==> src/rtl/salru_pkg.sv <==
// Shared constants, codes and types for the set-associative LRU write-back cache directory.
`timescale 1ns / 1ps
`default_nettype none
package salru_pkg;

   localparam int SET_IN_W = 8;
   localparam int TAG_IN_W = 24;
   localparam int WAY_OUT_W = 3;
   localparam int CSR_W = 4;
   localparam int REQ_DATA_W = 32;
   localparam int RSP_DATA_W = 32;
   localparam int OUTCOME_W = 2;

   localparam logic [CSR_W-1:0] WAYS_RESET = 4'd8;

   localparam logic [OUTCOME_W-1:0] OUTCOME_HIT = 2'd0;
   localparam logic [OUTCOME_W-1:0] OUTCOME_FILL = 2'd1;
   localparam logic [OUTCOME_W-1:0] OUTCOME_EVICT = 2'd2;

   typedef struct packed {
      logic [OUTCOME_W-1:0] outcome;
      logic [WAY_OUT_W-1:0] way_used;
      logic                 write_back;
      logic [TAG_IN_W-1:0]  victim_tag;
   } rsp_type;

endpackage
`default_nettype wire

==> src/rtl/salru_lookup.sv <==
// Set lookup and update: tag match, fill or LRU victim choice, rank aging and new set contents.
`timescale 1ns / 1ps
`default_nettype none
module salru_lookup #(
   parameter int MAX_WAYS = 8,
   parameter int TAG_BITS = 24,
   parameter int WAY_W = 3,
   parameter int CNT_W = 4
) (
   input  wire logic [CNT_W-1:0]    active_n,
   input  wire logic                is_write,
   input  wire logic [TAG_BITS-1:0] req_tag,
   input  wire logic [TAG_BITS-1:0] cur_tag   [MAX_WAYS],
   input  wire logic                cur_valid [MAX_WAYS],
   input  wire logic                cur_dirty [MAX_WAYS],
   input  wire logic [WAY_W-1:0]    cur_rank  [MAX_WAYS],
   output logic      [TAG_BITS-1:0] new_tag   [MAX_WAYS],
   output logic                     new_valid [MAX_WAYS],
   output logic                     new_dirty [MAX_WAYS],
   output logic      [WAY_W-1:0]    new_rank  [MAX_WAYS],
   output salru_pkg::rsp_type       result
);

   logic             active [MAX_WAYS];
   logic             hit;
   logic             empty;
   logic [WAY_W-1:0] hit_way;
   logic [WAY_W-1:0] empty_way;
   logic [WAY_W-1:0] lru_way;
   logic [WAY_W-1:0] lru_rank;
   logic [WAY_W-1:0] way;
   logic [WAY_W-1:0] way_rank;
   logic [31:0]      way32;
   logic [31:0]      victim32;

   always_comb begin
      for (int w = 0; w < MAX_WAYS; w++) begin
         active[w] = CNT_W'(w) < active_n;
      end
   end

   always_comb begin
      hit = 1'b0;
      hit_way = '0;
      empty = 1'b0;
      empty_way = '0;
      lru_way = '0;
      lru_rank = cur_rank[0];
      for (int w = 0; w < MAX_WAYS; w++) begin
         if (!hit && active[w] && cur_valid[w] && (cur_tag[w] == req_tag)) begin
            hit = 1'b1;
            hit_way = WAY_W'(w);
         end
         if (!empty && active[w] && !cur_valid[w]) begin
            empty = 1'b1;
            empty_way = WAY_W'(w);
         end
         if (active[w] && (cur_rank[w] > lru_rank)) begin
            lru_rank = cur_rank[w];
            lru_way = WAY_W'(w);
         end
      end
   end

   always_comb begin
      if (hit) begin
         way = hit_way;
      end else if (empty) begin
         way = empty_way;
      end else begin
         way = lru_way;
      end
      way_rank = cur_rank[way];
   end

   always_comb begin
      for (int w = 0; w < MAX_WAYS; w++) begin
         new_tag[w] = cur_tag[w];
         new_valid[w] = cur_valid[w];
         new_dirty[w] = cur_dirty[w];
         if (active[w] && (cur_rank[w] < way_rank)) begin
            new_rank[w] = cur_rank[w] + WAY_W'(1);
         end else begin
            new_rank[w] = cur_rank[w];
         end
      end
      new_rank[way] = '0;
      if (hit) begin
         if (is_write) begin
            new_dirty[way] = 1'b1;
         end
      end else begin
         new_tag[way] = req_tag;
         new_valid[way] = 1'b1;
         new_dirty[way] = is_write;
      end
   end

   assign way32 = 32'(way);
   assign victim32 = 32'(cur_tag[lru_way]);

   always_comb begin
      result.way_used = way32[salru_pkg::WAY_OUT_W-1:0];
      result.write_back = 1'b0;
      result.victim_tag = '0;
      if (hit) begin
         result.outcome = salru_pkg::OUTCOME_HIT;
      end else if (empty) begin
         result.outcome = salru_pkg::OUTCOME_FILL;
      end else begin
         result.outcome = salru_pkg::OUTCOME_EVICT;
         result.write_back = cur_dirty[lru_way];
         result.victim_tag = victim32[salru_pkg::TAG_IN_W-1:0];
      end
   end

endmodule
`default_nettype wire

==> config.mk <==
export PLATFORM = sky130hd
export DESIGN_NAME = salru_lookup
export DESIGN_NICKNAME = d
export VERILOG_FILES = /design/src/rtl/salru_pkg.sv /design/src/rtl/salru_lookup.sv
export SDC_FILE = /design/constraint.sdc
export NUM_CORES = 1
export LEC_CHECK = 0
export ABC_AREA = 1
export ABC_CLOCK_PERIOD_IN_PS = 32200
export BUFFER_PORTS_ARGS = -buffer_cell sky130_fd_sc_hd__buf_2
export CELL_PAD_IN_SITES_DETAIL_PLACEMENT = 0
export CELL_PAD_IN_SITES_GLOBAL_PLACEMENT = 1
export CORE_AREA = 2 2 202 204
export DETAILED_ROUTE_END_ITERATION = 7
export DIE_AREA = 0 0 204 206
export GPL_ROUTABILITY_DRIVEN = 0
export PLACE_DENSITY_LB_ADDON = 0.1
export SLEW_MARGIN = 0
export SYNTH_ARGS = -nofsm -noshare
export SYNTH_HDL_FRONTEND = slang
export SYNTH_SLANG_ARGS = --single-unit
==> constraint.sdc <==
create_clock -name vclk -period 32.2
set_input_delay 3.22 -clock vclk [all_inputs]
set_output_delay 3.22 -clock vclk [all_outputs]
set_load 0.02 [all_outputs]
[After elaboration in Yosys (flattened, before gate mapping)]
Cells that the tools add are included.
Storage, ports and cells
  output and inout bits: 262
  memories kept: 0
  bits in latches: 0
  word-level logic and storage cells: 202
  memory bits (writable): 0
  ROM bits: 0
  flip-flop bits (word level): 0
  input port bits: 261
Cells by class
  muxes and demuxes: 78
  add/subtract/negate cells: 8
  magnitude comparators: 26
  divide/modulo/power cells: 0
  reduce and logical (&&, ||, !) cells: 76
  bitwise gates (word level): 6
  equality and inequality tests: 8
  shift-type cells: 0
  $mul: 0
Operators with widths (number)
  bitwise mux 192 bit: 1
  == test 24 bit: 8
  two-way mux 192 bit: 1
  two-way mux 3 bit: 37
  binary-select mux 24 bit (select 3 bit): 1
  demux 24 bit (select 3 bit): 1
  two-way mux 24 bit: 3
  logical AND 1 bit: 54
  two-way mux 25 bit: 2
  adder 3 x 1 -> 3 bit, second input constant: 8
  AND 24 bit: 1
  < comparator 3 bit: 8
  two-way mux 8 bit: 3
  NOT 24 bit: 1
  logical NOT 1 bit: 22
  two-way mux 1 bit: 22
  greater-than comparator 3 bit: 7
  < comparator 3 x 4 -> 1 bit, first input constant: 4
  OR 8 bit: 2
  binary-select mux 3 bit (select 3 bit): 1
  demux 3 bit (select 3 bit): 1
  bitwise mux 8 bit: 1
  >= comparator 4 bit, second input constant: 2
  < comparator 1 x 4 -> 1 bit, first input constant: 2
  other kinds (6): 9

[Logic depth before layout (Yosys ltp)]
  word-level depth: 48
  depth in mapped cells: 67
  gate-level depth less buffers: 67

[Least setup slack after synthesis]
No wires, ideal clock.
  kind: input port to output port
  start point: input port cur_rank[23] in the netlist's numbering
  end point: output port new_rank[11] in the netlist's numbering
  data arrival time: 12001 ps
  buffers on the path: 0
  stages on the path: 61
  slack: 16979 ps
  required time: 28980 ps
  cell sequence: inv_1 ha_1 nand3_1 nand2_1 nand2_4 o21ai_0 ha_1 o21ai_0 nand3_1 nand3_2 nand2_2 o21ai_0 ha_1 or2_2 o22ai_1 inv_1 nand2_2 nand3_4 [... 25 more ...] o21ai_0 nand3_1 nand2_1 inv_1 nand4_2 nand2_2 inv_2 nor2_2 nand2_1 o22ai_1 or4_1 ha_1 or2_2 inv_1 nand3_1 nand2_1 clkinv_1 nor2_1
RTL lines
  start, declared: line salru_lookup.sv:16  | input wire logic [WAY_W-1:0] cur_rank [MAX_WAYS],
  end, declared: line salru_lookup.sv:20  | output logic [WAY_W-1:0] new_rank [MAX_WAYS],

==> metrics <==
grt ovf=0; Crit Path Max Fanout=23; setup ws final=14.57 ns; Hold Path Class=primary input to output pin; Final ANT Viol Nets=0; iteration-0 DRC count of the detailed router=1308; io pins=523; drt first pass iters=5; Post-Place Worst Slack=14.62 ns; Worst path top cell family by delay=simple AND/OR/NAND/NOR gates; seq_cells=0; maximum vdd drop=0.0373 mV; Die X-Extent=204 um; fraction of layout cells with a size suffix above 1=0.281; Initial Util=0.218; count of final hold-check violations=0; die height=206 um; WS Path Type=primary input to output pin; die area=42000 um2; Leak=0.00629 uW; MaxCap Viol Count=0; design area=about 12000 um2; Synth top area share=0.178; Least-Margin Pin Slew=1.07 ns; min-delay src=cur_rank[12]; wire per inst=25.9 um; layout net count=roughly 2500; routed wl met2=32.0 mm; Mapped Cells=1743; post-synth top area cell=nand2_1; WP data required=28.98 ns; Synthesis Warnings=0; fillcell total=between 4000 and 5000; CP Capture Type=output pin; drt drc=0; IO buf count=523; # clk buffers=0; Resized Gates After CTS=0; pwr/cell area=45.4 nW/um2; Post-Syn Area=between 8000 and 9000 um2; synth top area cells=nand2_1 (18%), o21ai_0 (15%), inv_1 (11%); Max Freq=approximately 57 MHz; hold_buf cts=0; unrepaired setup endpoints after global routing=no; first-pass GRT wire length=between 90 and 100 mm; most frequent cell after synthesis=nand2_1; status=complete, no violations; DRT Wirelength=70.0 mm; Worst Path Arrival=14.41 ns; register area share after synthesis=0; post-synth cell types=52; Pwr Total=531 uW; mean post-synth cell area=roughly 5.0 um2; core area=40200 um2; WL met1=between 20 and 30 mm; max-slew violations=0; CP max stage delay=0.78 ns; WP buf/inv=7; num rows=74; initial antenna violation count=15; Placement Cell Area=about 12000 um2; setup bufs post-CTS=0; Max Used Layer=met5; slowest CP cell=or4_1; synth cell count leaders=nand2_1 (415), o21ai_0 (266), inv_1 (259); most frequent CP cell=nand2_1; Final Critical Period=17.63 ns; TNS Setup=0 ns; Syn-to-layout area delta=33.3%; startpoint class of the critical path=primary input; register area=0 um2; mean number of vias per cell=5.22; GRT Overall Usage=0.315; met3 wire len=5.82 mm; syn_nets=~2000; largest net degree at the start of global routing=93; vias in the first global route=13117; final setup fails=0; fin crit share=0.548; crit path from=cur_rank[23]; vias post-DR=14126; HPWL after detailed placement=58.3 mm; Rel. slew slack=0.285
routing by layer:
| layer | track usage | vias to the layer above |
|---|---|---|
| met5 | 0 | - |
| li1 | - | 6701 |
| met1 | 0.422 | 6577 |
| met3 | 0.0489 | 101 |
| met4 | 0.0924 | 12 |
| met2 | 0.522 | 735 |
where the power goes:
part / total [uW] / switching (uW) / internal, uW
clock: 0.00000827 / 0 / 0.00000822
sequential: 0 / 0 / 0
combinational: 531 / 385 / 146
cells in the final DEF, fill, tap and decap left out, drive strengths merged, types with 8 or more instances in the layout:
cell type  instances
diode              9
inv              267
nand4             22
o21ai            274
xnor2             17
o2111ai           12
a221oi            16
nor2              71
ha                29
clkinv             8
nand2            441
a21boi            12
buf              534
nand3             87
nor4              25
a21oi            160
xor2              58
o22ai             89
logic make-up (layout without fill, tap and decap cells):
logic type / after synthesis / in the layout / synth area share
simple gates: 670 / 670 / 0.341
compound gates: 580 / 580 / 0.369
buf+inv: 389 / 809 / 0.174
xor+xnor: 75 / 75 / 0.0749
fa+ha+maj: 29 / 29 / 0.0414
other cells: 0 / 9 / 0
metrics by stage:
step                hold WS (ns)  utilization  std cells
detailed placement          6.82        0.291       2695
CTS                         6.82        0.291       2695
floorplan                   6.58            -       1743
global placement            6.82        0.291       2695
global route                6.84        0.291       2702
finish                      6.82        0.291       2704
tightest hold or removal path: cells and delay by family:
family	cells	cell delay [ns]
AO/OA/AOI/OAI	1	0.05
buffers and inverters	2	0.27
AND/OR/NAND/NOR	1	0.06
worst paths after layout:
check | to | slack (ns) | cells after the start
setup / recovery | new_rank[14] | 14.57 | 63
hold / removal | new_rank[12] | 6.82 | 4
area by class of cell:
type | count | area [um2] | share of cell area
multi-input cells | 1354 | 7270 | 0.622
inverters | 275 | 1040 | 0.0886
well taps | 532 | 666 | 0.0569
repair buffers | 534 | 2700 | 0.231
diodes | 9 | 22.5 | 0.00193
(Power assumes the default switching activity.)
